--- config.mk ---
export PLATFORM = sky130hd
export DESIGN_NAME = overlap_box_suppression_top_flat
export DESIGN_NICKNAME = d
export VERILOG_FILES = /design/src/design/obs_pkg.sv /design/src/design/obs_in_if.sv /design/src/design/obs_out_if.sv /design/src/design/overlap_box_suppression_top.sv /design/src/design/obs_ram.sv /design/src/design/obs_ctrl.sv /design/src/design/obs_dp.sv /design/src/flat_wrapper.sv
export SDC_FILE = /design/constraint.sdc
export NUM_CORES = 2
export LEC_CHECK = 0
export ABC_CLOCK_PERIOD_IN_PS = 10600
export BUFFER_PORTS_ARGS = -buffer_cell sky130_fd_sc_hd__buf_4
export CAP_MARGIN = 20
export CELL_PAD_IN_SITES_DETAIL_PLACEMENT = 1
export CELL_PAD_IN_SITES_GLOBAL_PLACEMENT = 1
export CORE_MARGIN = 2
export CORE_UTILIZATION = 45
export DETAILED_ROUTE_END_ITERATION = 10
export PLACE_DENSITY = 0.74
export SLEW_MARGIN = 20
export SYNTH_ARGS = -nofsm -noshare
export SYNTH_HDL_FRONTEND = slang
export SYNTH_SLANG_ARGS = --single-unit
--- constraint.sdc ---
create_clock -name clk -period 10.6 [get_ports clk]
set_input_delay 1.06 -clock clk [delete_from_list [all_inputs] [get_ports clk]]
set_output_delay 1.06 -clock clk [all_outputs]
set_load 0.1 [all_outputs]
--- src/design/obs_pkg.sv ---
// ----------------------------------------------------------------------------
// obs_pkg: shared types and constants of the overlap box suppression block
// Field widths that do not vary, opcode and register codes, and the command
// and status words between controller and datapath.
// ----------------------------------------------------------------------------
package obs_pkg;

	localparam int CLASS_W = 10;
	localparam int SCORE_W = 16;
	localparam int DATA_W  = 32;
	localparam int PADDR_W = 3;

	localparam logic [CLASS_W-1:0] WANTED_CLASS_RST = 10'd2;

	typedef enum logic {
		OP_OFFER = 1'b0,
		OP_FLUSH = 1'b1
	} opcode_t;

	// register index, taken from paddr[2]
	typedef enum logic {
		REG_WANTED_CLASS = 1'b0,
		REG_NONE         = 1'b1
	} reg_idx_t;

	typedef struct packed {
		logic take;       // input channel ready
		logic rd_scan;    // read kept entry into the compare pipeline
		logic rd_flush;   // read kept entry for output
		logic append;     // close the scan, append the new box
		logic out_load;   // load output word from read data
		logic out_empty;  // load the empty-list output word
		logic out_last;   // last mark of the word being loaded
		logic clear_cnt;  // empty the kept list
	} dp_cmd_t;

	typedef struct packed {
		logic accept;     // input word taken this cycle
		logic flush;      // opcode of the input word is a flush
		logic match;      // class of the input word is the wanted one
		logic pipe_busy;  // compare pipeline holds entries
		logic out_free;   // output register is empty
	} dp_stat_t;

endpackage

--- src/design/obs_in_if.sv ---
// ----------------------------------------------------------------------------
// obs_in_if: input box channel
// Valid/ready channel carrying one box offer or a flush command.
// ----------------------------------------------------------------------------
interface obs_in_if import obs_pkg::*; #(
	parameter int COORD_BITS = 12
);
	logic                  valid;
	logic                  ready;
	logic                  opcode;
	logic [CLASS_W-1:0]    box_class;
	logic [COORD_BITS-1:0] box_left;
	logic [COORD_BITS-1:0] box_top;
	logic [COORD_BITS-1:0] box_width;
	logic [COORD_BITS-1:0] box_height;
	logic [SCORE_W-1:0]    box_score;
	logic [COORD_BITS-1:0] crop_offset_x;
	logic [COORD_BITS-1:0] crop_offset_y;

	modport source (
		output valid, opcode, box_class, box_left, box_top, box_width, box_height,
		       box_score, crop_offset_x, crop_offset_y,
		input  ready
	);
	modport sink (
		input  valid, opcode, box_class, box_left, box_top, box_width, box_height,
		       box_score, crop_offset_x, crop_offset_y,
		output ready
	);
endinterface

--- src/design/obs_out_if.sv ---
// ----------------------------------------------------------------------------
// obs_out_if: kept box output channel
// Valid/ready channel carrying one kept box of a flush.
// ----------------------------------------------------------------------------
interface obs_out_if import obs_pkg::*; #(
	parameter int COORD_BITS = 12
);
	logic                  valid;
	logic                  ready;
	logic [COORD_BITS:0]   out_left;
	logic [COORD_BITS:0]   out_top;
	logic [COORD_BITS-1:0] out_width;
	logic [COORD_BITS-1:0] out_height;
	logic [SCORE_W-1:0]    out_score;
	logic                  out_valid;
	logic                  out_last;
	logic                  out_overflow;

	modport source (
		output valid, out_left, out_top, out_width, out_height, out_score,
		       out_valid, out_last, out_overflow,
		input  ready
	);
	modport sink (
		input  valid, out_left, out_top, out_width, out_height, out_score,
		       out_valid, out_last, out_overflow,
		output ready
	);
endinterface

--- src/design/overlap_box_suppression_top.sv ---
// ----------------------------------------------------------------------------
// overlap_box_suppression_top: greedy overlap suppression of detection boxes
// Keeps a list of boxes of one class; of two boxes with IoU above one half it
// keeps the one with the higher score (the kept box on a tie), and emits the list on a flush.
// ----------------------------------------------------------------------------
// Usage:
//   boxes   : valid/ready input channel. opcode OP_OFFER offers one box, opcode
//             OP_FLUSH emits the kept list and empties it.
//   results : valid/ready output channel, one word per kept box on a flush,
//             out_last on the final word; a flush of an empty list gives one
//             word with out_valid low.
//   APB     : register 0 (byte address 0) holds the wanted class, reset 2.
//             Write it only while the block is idle.
// Timing:
//   An offered box of the wanted class is scanned against the kept list: the
//   controller reads one kept entry per cycle from the list memory into a
//   three-stage compare pipeline, drains it, then appends. Boxes of another
//   class are taken and dropped without a scan. A flush reads each kept box
//   from the list memory into the output register once that register is empty.
// Reset clears the kept list and the overflow flag, and empties the output register.
// When the receiver stalls, the output word holds and the flush waits; a new
// box is still taken once the last flush word sits in the output register.
// ----------------------------------------------------------------------------
module overlap_box_suppression_top import obs_pkg::*; #(
	parameter int MAX_KEPT   = 32,
	parameter int COORD_BITS = 12
) (
	input  logic               clk,
	input  logic               arst_n,
	// configuration port
	input  logic               psel,
	input  logic               penable,
	input  logic               pwrite,
	input  logic [PADDR_W-1:0] paddr,
	input  logic [DATA_W-1:0]  pwdata,
	output logic [DATA_W-1:0]  prdata,
	output logic               pready,
	// data channels
	obs_in_if.sink             boxes,
	obs_out_if.source          results
);
	localparam int IDX_W = $clog2(MAX_KEPT);
	localparam int CNT_W = $clog2(MAX_KEPT + 1);

	logic [CLASS_W-1:0] wanted_class_q;
	logic               reg_hit;
	dp_cmd_t            cmd;
	dp_stat_t           stat;
	logic [IDX_W-1:0]   rd_idx;
	logic [CNT_W-1:0]   cnt;

	// only one register: decode the word index bit above the byte offset
	assign pready  = 1'b1;
	assign reg_hit = paddr[2] == logic'(REG_WANTED_CLASS);
	assign prdata  = reg_hit ? DATA_W'(wanted_class_q) : '0;

	// take the write in the access phase
	always_ff @(posedge clk or negedge arst_n) begin
		if (!arst_n) begin
			wanted_class_q <= WANTED_CLASS_RST;
		end else if (psel && penable && pwrite && pready && reg_hit) begin
			wanted_class_q <= pwdata[CLASS_W-1:0];
		end
	end

	// sequence scans and flushes
	obs_ctrl #(
		.MAX_KEPT (MAX_KEPT)
	) u_ctrl (
		.clk    (clk),
		.arst_n (arst_n),
		.stat   (stat),
		.cnt    (cnt),
		.cmd    (cmd),
		.rd_idx (rd_idx)
	);

	// hold the list, compare, compact and drive the output word
	obs_dp #(
		.MAX_KEPT   (MAX_KEPT),
		.COORD_BITS (COORD_BITS)
	) u_dp (
		.clk          (clk),
		.arst_n       (arst_n),
		.wanted_class (wanted_class_q),
		.cmd          (cmd),
		.rd_idx       (rd_idx),
		.stat         (stat),
		.cnt          (cnt),
		.boxes        (boxes),
		.results      (results)
	);
endmodule

--- src/design/obs_ram.sv ---
// ----------------------------------------------------------------------------
// obs_ram: generic simple dual-port RAM
// One write port, one read port with registered read data.
// ----------------------------------------------------------------------------
module obs_ram #(
	parameter int WIDTH = 8,
	parameter int DEPTH = 32,
	localparam int AW   = $clog2(DEPTH)
) (
	input  logic             clk,
	input  logic             we,
	input  logic [AW-1:0]    waddr,
	input  logic [WIDTH-1:0] wdata,
	input  logic             re,
	input  logic [AW-1:0]    raddr,
	output logic [WIDTH-1:0] rdata
);
	logic [WIDTH-1:0] mem_q [DEPTH];

	always_ff @(posedge clk) begin
		if (we) begin
			mem_q[waddr] <= wdata;
		end
		if (re) begin
			rdata <= mem_q[raddr];
		end
	end
endmodule

--- src/design/obs_ctrl.sv ---
// ----------------------------------------------------------------------------
// obs_ctrl: sequencing of scan, append and flush
// Walks the kept list for each offered box of the wanted class and for each flush.
// ----------------------------------------------------------------------------
module obs_ctrl import obs_pkg::*; #(
	parameter int MAX_KEPT = 32,
	localparam int IDX_W   = $clog2(MAX_KEPT),
	localparam int CNT_W   = $clog2(MAX_KEPT + 1)
) (
	input  logic             clk,
	input  logic             arst_n,
	input  dp_stat_t         stat,
	input  logic [CNT_W-1:0] cnt,
	output dp_cmd_t          cmd,
	output logic [IDX_W-1:0] rd_idx
);
	typedef enum logic [2:0] {
		S_IDLE,
		S_SCAN,
		S_DRAIN,
		S_APPEND,
		S_FL_RD,
		S_FL_LD
	} state_t;

	state_t           state_q;
	logic [CNT_W-1:0] idx_q;
	logic             is_last;
	logic             more;

	assign is_last = (idx_q + CNT_W'(1)) == cnt;
	assign more    = idx_q < cnt;
	assign rd_idx  = idx_q[IDX_W-1:0];

	always_comb begin
		cmd = '0;
		unique case (state_q)
			S_IDLE: begin
				cmd.take = 1'b1;
			end
			S_SCAN: begin
				cmd.rd_scan = more;
			end
			S_DRAIN: begin
			end
			S_APPEND: begin
				cmd.append = 1'b1;
			end
			S_FL_RD: begin
				cmd.out_empty = stat.out_free && (cnt == '0);
				cmd.rd_flush  = stat.out_free && (cnt != '0);
			end
			S_FL_LD: begin
				cmd.out_load  = 1'b1;
				cmd.out_last  = is_last;
				cmd.clear_cnt = is_last;
			end
			default: begin
			end
		endcase
	end

	always_ff @(posedge clk or negedge arst_n) begin
		if (!arst_n) begin
			state_q <= S_IDLE;
			idx_q   <= '0;
		end else begin
			unique case (state_q)
				S_IDLE: begin
					idx_q <= '0;
					if (stat.accept && stat.flush) begin
						state_q <= S_FL_RD;
					end else if (stat.accept && stat.match) begin
						state_q <= S_SCAN;
					end
				end
				S_SCAN: begin
					if (more) begin
						idx_q <= idx_q + CNT_W'(1);
					end else begin
						state_q <= S_DRAIN;
					end
				end
				S_DRAIN: begin
					if (!stat.pipe_busy) begin
						state_q <= S_APPEND;
					end
				end
				S_APPEND: begin
					state_q <= S_IDLE;
				end
				S_FL_RD: begin
					if (stat.out_free) begin
						state_q <= (cnt == '0) ? S_IDLE : S_FL_LD;
					end
				end
				S_FL_LD: begin
					if (is_last) begin
						state_q <= S_IDLE;
					end else begin
						idx_q   <= idx_q + CNT_W'(1);
						state_q <= S_FL_RD;
					end
				end
				default: begin
					state_q <= S_IDLE;
				end
			endcase
		end
	end
endmodule

--- src/design/obs_dp.sv ---
// ----------------------------------------------------------------------------
// obs_dp: box datapath
// New box registers, kept list memory, overlap compare pipeline, list
// compaction and the output register.
// ----------------------------------------------------------------------------
module obs_dp import obs_pkg::*; #(
	parameter int MAX_KEPT   = 32,
	parameter int COORD_BITS = 12,
	localparam int IDX_W     = $clog2(MAX_KEPT),
	localparam int CNT_W     = $clog2(MAX_KEPT + 1)
) (
	input  logic               clk,
	input  logic               arst_n,
	input  logic [CLASS_W-1:0] wanted_class,
	input  dp_cmd_t            cmd,
	input  logic [IDX_W-1:0]   rd_idx,
	output dp_stat_t           stat,
	output logic [CNT_W-1:0]   cnt,
	obs_in_if.sink             boxes,
	obs_out_if.source          results
);
	localparam int POS_W  = COORD_BITS + 1;
	localparam int SUM_W  = COORD_BITS + 2;
	localparam int AREA_W = 2 * COORD_BITS;
	localparam int TRI_W  = AREA_W + 2;
	localparam int ENT_W  = 2 * POS_W + 2 * COORD_BITS + SCORE_W;

	// new box
	logic [POS_W-1:0]      nl_q, nt_q;
	logic [COORD_BITS-1:0] nw_q, nh_q;
	logic [SCORE_W-1:0]    ns_q;
	logic [AREA_W-1:0]     area_a_q;

	// list control
	logic [CNT_W-1:0] cnt_q, w_q;
	logic             blocked_q, ovf_q, ovld_q;
	logic             v_s1, v_s2, v_s3;

	// memory
	logic [ENT_W-1:0] rd_data, wr_data, new_ent;
	logic             we, keep_wr, app_wr;

	// stage 1 fields
	logic [POS_W-1:0]      b_left, b_top;
	logic [COORD_BITS-1:0] b_w, b_h;
	logic [SUM_W-1:0]      a_r, a_b, b_r, b_b, a_l, a_t, b_l, b_t;
	logic [SUM_W-1:0]      x_hi, x_lo, y_hi, y_lo, dx_full, dy_full;
	logic                  ov;

	// stage 2 / 3
	logic [COORD_BITS-1:0] dx_s2, dy_s2;
	logic [ENT_W-1:0]      ent_s2, ent_s3;
	logic [AREA_W-1:0]     inter_s3, areab_s3;
	logic [TRI_W-1:0]      tri_inter, area_sum;
	logic [SCORE_W-1:0]    s3_score;
	logic                  heavy, wins, full;

	// output payload
	logic [POS_W-1:0]      o_left_q, o_top_q;
	logic [COORD_BITS-1:0] o_w_q, o_h_q;
	logic [SCORE_W-1:0]    o_s_q;
	logic                  o_v_q, o_last_q, o_ovf_q;

	assign boxes.ready    = cmd.take;
	assign stat.accept    = boxes.valid && cmd.take;
	assign stat.flush     = boxes.opcode == logic'(OP_FLUSH);
	assign stat.match     = boxes.box_class == wanted_class;
	assign stat.pipe_busy = v_s1 || v_s2 || v_s3;
	assign stat.out_free  = !ovld_q;
	assign cnt            = cnt_q;

	always_ff @(posedge clk) begin
		if (stat.accept) begin
			nl_q     <= POS_W'(boxes.box_left) + POS_W'(boxes.crop_offset_x);
			nt_q     <= POS_W'(boxes.box_top) + POS_W'(boxes.crop_offset_y);
			nw_q     <= boxes.box_width;
			nh_q     <= boxes.box_height;
			ns_q     <= boxes.box_score;
			area_a_q <= AREA_W'(boxes.box_width) * AREA_W'(boxes.box_height);
		end
	end

	assign new_ent = {nl_q, nt_q, nw_q, nh_q, ns_q};

	obs_ram #(
		.WIDTH (ENT_W),
		.DEPTH (MAX_KEPT)
	) u_ram (
		.clk   (clk),
		.we    (we),
		.waddr (w_q[IDX_W-1:0]),
		.wdata (wr_data),
		.re    (cmd.rd_scan || cmd.rd_flush),
		.raddr (rd_idx),
		.rdata (rd_data)
	);

	// stage 1: edge tests and overlap extents against the read entry
	assign b_left = rd_data[ENT_W-1 -: POS_W];
	assign b_top  = rd_data[ENT_W-POS_W-1 -: POS_W];
	assign b_w    = rd_data[2*COORD_BITS+SCORE_W-1 -: COORD_BITS];
	assign b_h    = rd_data[COORD_BITS+SCORE_W-1 -: COORD_BITS];

	assign a_l = SUM_W'(nl_q);
	assign a_t = SUM_W'(nt_q);
	assign b_l = SUM_W'(b_left);
	assign b_t = SUM_W'(b_top);
	assign a_r = a_l + SUM_W'(nw_q);
	assign a_b = a_t + SUM_W'(nh_q);
	assign b_r = b_l + SUM_W'(b_w);
	assign b_b = b_t + SUM_W'(b_h);

	assign ov   = !((a_l > b_r) || (a_r < b_l) || (a_t > b_b) || (a_b < b_t));
	assign x_hi = (a_r < b_r) ? a_r : b_r;
	assign x_lo = (a_l > b_l) ? a_l : b_l;
	assign y_hi = (a_b < b_b) ? a_b : b_b;
	assign y_lo = (a_t > b_t) ? a_t : b_t;
	assign dx_full = x_hi - x_lo;
	assign dy_full = y_hi - y_lo;

	always_ff @(posedge clk) begin
		dx_s2    <= ov ? dx_full[COORD_BITS-1:0] : '0;
		dy_s2    <= ov ? dy_full[COORD_BITS-1:0] : '0;
		ent_s2   <= rd_data;
		inter_s3 <= AREA_W'(dx_s2) * AREA_W'(dy_s2);
		areab_s3 <= AREA_W'(ent_s2[2*COORD_BITS+SCORE_W-1 -: COORD_BITS])
		          * AREA_W'(ent_s2[COORD_BITS+SCORE_W-1 -: COORD_BITS]);
		ent_s3   <= ent_s2;
	end

	// stage 3: IoU above one half, score decision, compaction write
	assign tri_inter = (TRI_W'(inter_s3) << 1) + TRI_W'(inter_s3);
	assign area_sum  = TRI_W'(area_a_q) + TRI_W'(areab_s3);
	assign heavy     = tri_inter > area_sum;
	assign s3_score  = ent_s3[SCORE_W-1:0];
	assign wins      = ns_q > s3_score;
	assign keep_wr   = v_s3 && !(heavy && wins);
	assign full      = w_q == CNT_W'(MAX_KEPT);
	assign app_wr    = cmd.append && !blocked_q && !full;
	assign we        = keep_wr || app_wr;
	assign wr_data   = app_wr ? new_ent : ent_s3;

	always_ff @(posedge clk or negedge arst_n) begin
		if (!arst_n) begin
			v_s1      <= 1'b0;
			v_s2      <= 1'b0;
			v_s3      <= 1'b0;
			w_q       <= '0;
			cnt_q     <= '0;
			blocked_q <= 1'b0;
			ovf_q     <= 1'b0;
			ovld_q    <= 1'b0;
		end else begin
			v_s1 <= cmd.rd_scan;
			v_s2 <= v_s1;
			v_s3 <= v_s2;
			if (stat.accept) begin
				w_q       <= '0;
				blocked_q <= 1'b0;
			end else begin
				if (keep_wr) begin
					w_q <= w_q + CNT_W'(1);
				end
				if (v_s3 && heavy) begin
					blocked_q <= !wins;
				end
			end
			if (cmd.append) begin
				cnt_q <= app_wr ? w_q + CNT_W'(1) : w_q;
				if (!blocked_q && full) begin
					ovf_q <= 1'b1;
				end
			end else if (cmd.clear_cnt) begin
				cnt_q <= '0;
			end
			if (cmd.out_load || cmd.out_empty) begin
				ovld_q <= 1'b1;
			end else if (results.ready) begin
				ovld_q <= 1'b0;
			end
		end
	end

	always_ff @(posedge clk) begin
		if (cmd.out_load) begin
			o_left_q <= rd_data[ENT_W-1 -: POS_W];
			o_top_q  <= rd_data[ENT_W-POS_W-1 -: POS_W];
			o_w_q    <= rd_data[2*COORD_BITS+SCORE_W-1 -: COORD_BITS];
			o_h_q    <= rd_data[COORD_BITS+SCORE_W-1 -: COORD_BITS];
			o_s_q    <= rd_data[SCORE_W-1:0];
			o_v_q    <= 1'b1;
			o_last_q <= cmd.out_last;
			o_ovf_q  <= ovf_q;
		end else if (cmd.out_empty) begin
			o_left_q <= '0;
			o_top_q  <= '0;
			o_w_q    <= '0;
			o_h_q    <= '0;
			o_s_q    <= '0;
			o_v_q    <= 1'b0;
			o_last_q <= 1'b1;
			o_ovf_q  <= ovf_q;
		end
	end

	assign results.valid        = ovld_q;
	assign results.out_left     = o_left_q;
	assign results.out_top      = o_top_q;
	assign results.out_width    = o_w_q;
	assign results.out_height   = o_h_q;
	assign results.out_score    = o_s_q;
	assign results.out_valid    = o_v_q;
	assign results.out_last     = o_last_q;
	assign results.out_overflow = o_ovf_q;
endmodule
--- src/flat_wrapper.sv ---
// flat-port wrapper written by rule: the top's interface ports become plain ports
module overlap_box_suppression_top_flat import obs_pkg::*;
#(
	parameter int MAX_KEPT   = 32,
	parameter int COORD_BITS = 12
)
  (clk, arst_n, psel, penable, pwrite, paddr, pwdata, prdata, pready, boxes_valid, boxes_opcode, boxes_box_class, boxes_box_left, boxes_box_top, boxes_box_width, boxes_box_height, boxes_box_score, boxes_crop_offset_x, boxes_crop_offset_y, boxes_ready, results_valid, results_out_left, results_out_top, results_out_width, results_out_height, results_out_score, results_out_valid, results_out_last, results_out_overflow, results_ready);
  obs_in_if #(.COORD_BITS(COORD_BITS)) boxes_i ();
  obs_out_if #(.COORD_BITS(COORD_BITS)) results_i ();
  input  logic clk;
  input  logic arst_n;
  input  logic psel;
  input  logic penable;
  input  logic pwrite;
  input  logic [PADDR_W-1:0] paddr;
  input  logic [DATA_W-1:0] pwdata;
  output logic [DATA_W-1:0] prdata;
  output logic pready;
  input wire logic [$bits(boxes_i.valid)-1:0] boxes_valid;
  input wire logic [$bits(boxes_i.opcode)-1:0] boxes_opcode;
  input wire logic [$bits(boxes_i.box_class)-1:0] boxes_box_class;
  input wire logic [$bits(boxes_i.box_left)-1:0] boxes_box_left;
  input wire logic [$bits(boxes_i.box_top)-1:0] boxes_box_top;
  input wire logic [$bits(boxes_i.box_width)-1:0] boxes_box_width;
  input wire logic [$bits(boxes_i.box_height)-1:0] boxes_box_height;
  input wire logic [$bits(boxes_i.box_score)-1:0] boxes_box_score;
  input wire logic [$bits(boxes_i.crop_offset_x)-1:0] boxes_crop_offset_x;
  input wire logic [$bits(boxes_i.crop_offset_y)-1:0] boxes_crop_offset_y;
  output wire logic [$bits(boxes_i.ready)-1:0] boxes_ready;
  output wire logic [$bits(results_i.valid)-1:0] results_valid;
  output wire logic [$bits(results_i.out_left)-1:0] results_out_left;
  output wire logic [$bits(results_i.out_top)-1:0] results_out_top;
  output wire logic [$bits(results_i.out_width)-1:0] results_out_width;
  output wire logic [$bits(results_i.out_height)-1:0] results_out_height;
  output wire logic [$bits(results_i.out_score)-1:0] results_out_score;
  output wire logic [$bits(results_i.out_valid)-1:0] results_out_valid;
  output wire logic [$bits(results_i.out_last)-1:0] results_out_last;
  output wire logic [$bits(results_i.out_overflow)-1:0] results_out_overflow;
  input wire logic [$bits(results_i.ready)-1:0] results_ready;
  assign boxes_i.valid = boxes_valid;
  assign boxes_i.opcode = boxes_opcode;
  assign boxes_i.box_class = boxes_box_class;
  assign boxes_i.box_left = boxes_box_left;
  assign boxes_i.box_top = boxes_box_top;
  assign boxes_i.box_width = boxes_box_width;
  assign boxes_i.box_height = boxes_box_height;
  assign boxes_i.box_score = boxes_box_score;
  assign boxes_i.crop_offset_x = boxes_crop_offset_x;
  assign boxes_i.crop_offset_y = boxes_crop_offset_y;
  assign boxes_ready = boxes_i.ready;
  assign results_valid = results_i.valid;
  assign results_out_left = results_i.out_left;
  assign results_out_top = results_i.out_top;
  assign results_out_width = results_i.out_width;
  assign results_out_height = results_i.out_height;
  assign results_out_score = results_i.out_score;
  assign results_out_valid = results_i.out_valid;
  assign results_out_last = results_i.out_last;
  assign results_out_overflow = results_i.out_overflow;
  assign results_i.ready = results_ready;
  overlap_box_suppression_top #(.MAX_KEPT(MAX_KEPT), .COORD_BITS(COORD_BITS)) u_core (.clk(clk), .arst_n(arst_n), .psel(psel), .penable(penable), .pwrite(pwrite), .paddr(paddr), .pwdata(pwdata), .prdata(prdata), .pready(pready), .boxes(boxes_i), .results(results_i));
endmodule
==> out/results.tsv <==
stage	metric	value	unit
cells_and_area	multi_input_area	0.0402	mm²
worst_setup_path	r2r_cells	25	
place	dp_slack	2.94	ns
place	gp_congestion	0.845	
die	core_area	0.262	mm²
logic_synthesis	synth-edff-count	2336	
place	post-dp-hpwl	199	mm
cells_and_area	area_growth	13.0	%
worst_setup_path	cp_slowest_stage_delay	0.94	ns
worst_setup_path	critPathSlowestCell	nor2_4	
logic_synthesis	synth-main-ff-cell	edfxtp_1	
logic_synthesis	synthArstFlopShare	1.44	%
drt	via_count	65200	
cells_and_area	final_cell_area	0.133	mm²
cells_and_area	ff_latch_area	0.0752	mm²
sta	relSlewSlack	18.2	%
worst_setup_path	endpoint_kind	register	
worst_setup_path	r2r-start	u_core.u_dp.area_a_q[0]	
logic_synthesis	syn_area	0.118	mm²
logic_synthesis	ys_ff_latch	2578	
worst_setup_path	crit_fanout	23	
clock_tree	clkTransAtPathRegs	0.06	ns
drt	wl_per_cell	29.6	µm
die	rows	188	
logic_synthesis	synthDistinctLibCells	95	
sta	tns	0	ns
pwr	leakage	47.3	nW
drt	firstDrtPassIters	5	
global_route	grt.overflow.total	0	
die	die_area	0.267	mm²
sta	setup_viol	0	
clock_tree	clock_sink_count	2578	
logic_synthesis	yosysSeqAreaShare	63.6	%
cells_and_area	post-route-util	51.0	%
place	placed_area	0.124	mm²
sta	hold_viol	0	
clock_tree	post_cts_buffers	0	
global_route	antenna_found_initial	13	
worst_setup_path	r2r_setup_slack	2.85	ns
clock_tree	htree_levels	5	
worst_setup_path	criticalPathCategory	reg2reg	
clock_tree	cts-resized-gates	0	
sta	tightest_slew	1.22	ns
outcome	status	complete, no violations	
sta	rsz0062_at_grt	no	
pwr	ir_drop	1.01	mV
drt	antenna_left	0	
clock_tree	clk_latency	0.95	ns
drt	drc	0	
global_route	grt_max_degree	133	
logic_synthesis	avgSynthCellArea	16.9	µm²
sta	skew	0.0893	ns
clock_tree	cts_buffer_depth	4	
global_route	grt_pass1_wl	478	mm
global_route	track_usage	24.6	%
sta	final.setup.worst_slack	2.85	ns
drt	via_per_inst	5.91	
drt	dr.first_iter.drc_count	6320	
sta	whs	0.0867	ns
worst_setup_path	critPathArrivalTime	8.25	ns
clock_tree	hold_buffers	0	
sta	period_needed	7.75	ns
drt	wirelength	326	mm
flow_run	max_cap_violations	0	
global_route	grt_pass1_vias	69800	
clock_tree	cts_buffers	279	
worst_setup_path	r2r-end	u_core.u_dp.u_ram.mem_q[1][25]	
clock_tree	root_buffer	clkbuf_16	
die	ioPinCount	245	
die	die_h	516	µm
worst_setup_path	worstSetupStartpointType	register	
sta	max_freq	129	MHz
die	start_util	45.1	%
cells_and_area	drive_above_1_share	21.1	%
clock_tree	cts_tree	done	
cells_and_area	nets	8237	
pwr	pwr_density_cell	360	mW/mm²
die	dieWidth	516	µm
place	io_buffer_count	197	
sta	finalCritPeriodShare	73.1	%
sta	slew_violations	0	
min_path	hp-class	in2async	
cells_and_area	fillers	24500	
logic_synthesis	synth_warnings	0	
worst_setup_path	critical_path_required	11.10	ns
logic_synthesis	syn_inst	6983	
cell usage after synthesis, types with 57 or more instances:
cell type | number | share of area [%]
ha_1 | 471 | 5.0
xor2_1 | 65 | 0.48
inv_1 | 525 | 1.7
a21o_1 | 74 | 0.47
a21oi_1 | 140 | 0.59
mux2_2 | 81 | 0.77
xnor2_1 | 125 | 0.93
o21ai_0 | 123 | 0.52
buf_1 | 65 | 0.21
dfxtp_1 | 205 | 3.5
nand2_1 | 500 | 1.6
mux4_2 | 660 | 13
nor2_1 | 217 | 0.69
clkbuf_1 | 205 | 0.65
nor2b_1 | 57 | 0.30
and3_1 | 62 | 0.33
edfxtp_1 | 2336 | 59
and2_1 | 192 | 1.0
fa_1 | 310 | 5.3
report_power, final:
group          total (mW)  switching [mW]  internal [mW]
Clock                9.59            3.94           5.65
Combinational        23.7            14.1           9.58
Sequential           14.7           0.894           13.8
registers in the layout (all words and copies together) (netlist names), 16 cells and up:
register / count
u_core.u_dp.u_ram.mem_q: 2112
u_core.u_dp.ent_s2: 66
u_core.u_dp.ent_s3: 66
u_core.u_dp.u_ram.rdata: 66
u_core.u_dp.area_a_q: 24
u_core.u_dp.areab_s3: 24
u_core.u_dp.inter_s3: 24
u_core.u_dp.ns_q: 16
u_core.u_dp.results.out_score: 16
stage by stage:
stage / total power, mW / std cells
2_1_floorplan: 31.6 / 7004
3_3_place_gp: 37.7 / 10500
3_5_place_dp: 38.6 / 10500
4_1_cts: 48.3 / 11000
5_1_grt: 51.4 / 11000
6_report: 48.0 / 11000
cell type report:
cell class,count,area share (%)
multi-input combinational,3602,30.1
clock buffer,368,5.78
timing repair buffer,328,2.09
clock inverter,111,0.875
antenna,9,0.0169
inverter,526,1.48
sequential,2578,56.3
tap,3515,3.30
cell families after synthesis:
family / count (synthesis) / synth area share (%)
xor gates and xnor gates: 192 / 1.44
and+or+nand+nor: 1240 / 4.99
adders and majority gates: 782 / 10.3
buffers and inverters: 824 / 2.71
DFF: 2578 / 63.6
AOI/OAI and AO/OA: 608 / 3.48
muxes: 757 / 13.5
other: 2 / 0.00636
how the worst max path moves through the flow:
stage | from | end | slack [ns] | depth (start not counted)
finish | u_core.u_dp.area_a_q[0] | u_core.u_dp.u_ram.mem_q[1][25] | 2.85 | 25
global route | u_core.u_dp.area_a_q[0] | u_core.u_dp.u_ram.mem_q[1][25] | 2.45 | 25
CTS | u_core.u_dp.area_a_q[0] | u_core.u_dp.u_ram.mem_q[1][16] | 2.85 | 25
detailed placement | u_core.u_dp.area_a_q[0] | u_core.u_dp.u_ram.mem_q[1][25] | 2.94 | 25
global placement | u_core.u_dp.area_a_q[0] | u_core.u_dp.u_ram.mem_q[3][41] | 2.97 | 25
floorplan | u_core.u_dp.area_a_q[0] | u_core.u_dp.u_ram.mem_q[28][0] | 2.50 | 22
worst max-delay path: cells and delay by family (launching register included):
family / cells / cell delay, ns
buf+inv: 3 / 1.15
compound gates: 16 / 3.52
fa+ha+maj: 3 / 0.96
xor+xnor: 1 / 0.25
flops: 1 / 0.36
simple gates: 2 / 1.04
cell usage in the layout (no fill, tap or decap), types with 42 or more instances in the layout:
| master | n |
|---|---|
| buf_4 | 302 |
| inv_1 | 525 |
| a21oi_1 | 140 |
| nor2_1 | 184 |
| nor3_1 | 52 |
| and2_1 | 192 |
| clkinv_2 | 42 |
| xor2_1 | 65 |
| nor2b_1 | 56 |
| clkbuf_16 | 287 |
| xnor2_1 | 125 |
| mux2_2 | 81 |
| mux4_2 | 660 |
| nand2_1 | 475 |
| a21o_1 | 74 |
| clkbuf_1 | 58 |
| dfxtp_1 | 205 |
| o21ai_0 | 105 |
| ha_1 | 471 |
| and3_1 | 62 |
| fa_1 | 310 |
| edfxtp_1 | 2336 |
routing by layer:
layer  routed length [µm]  up-vias  track usage (%)
met5                   21        -                0
met4                13200        4             9.16
met3                23000      580             3.46
met2               161000     2783             41.3
met1               129000    34700             32.7
li1                     -    27100                -
No activity file was read; power rests on OpenSTA's default activity.
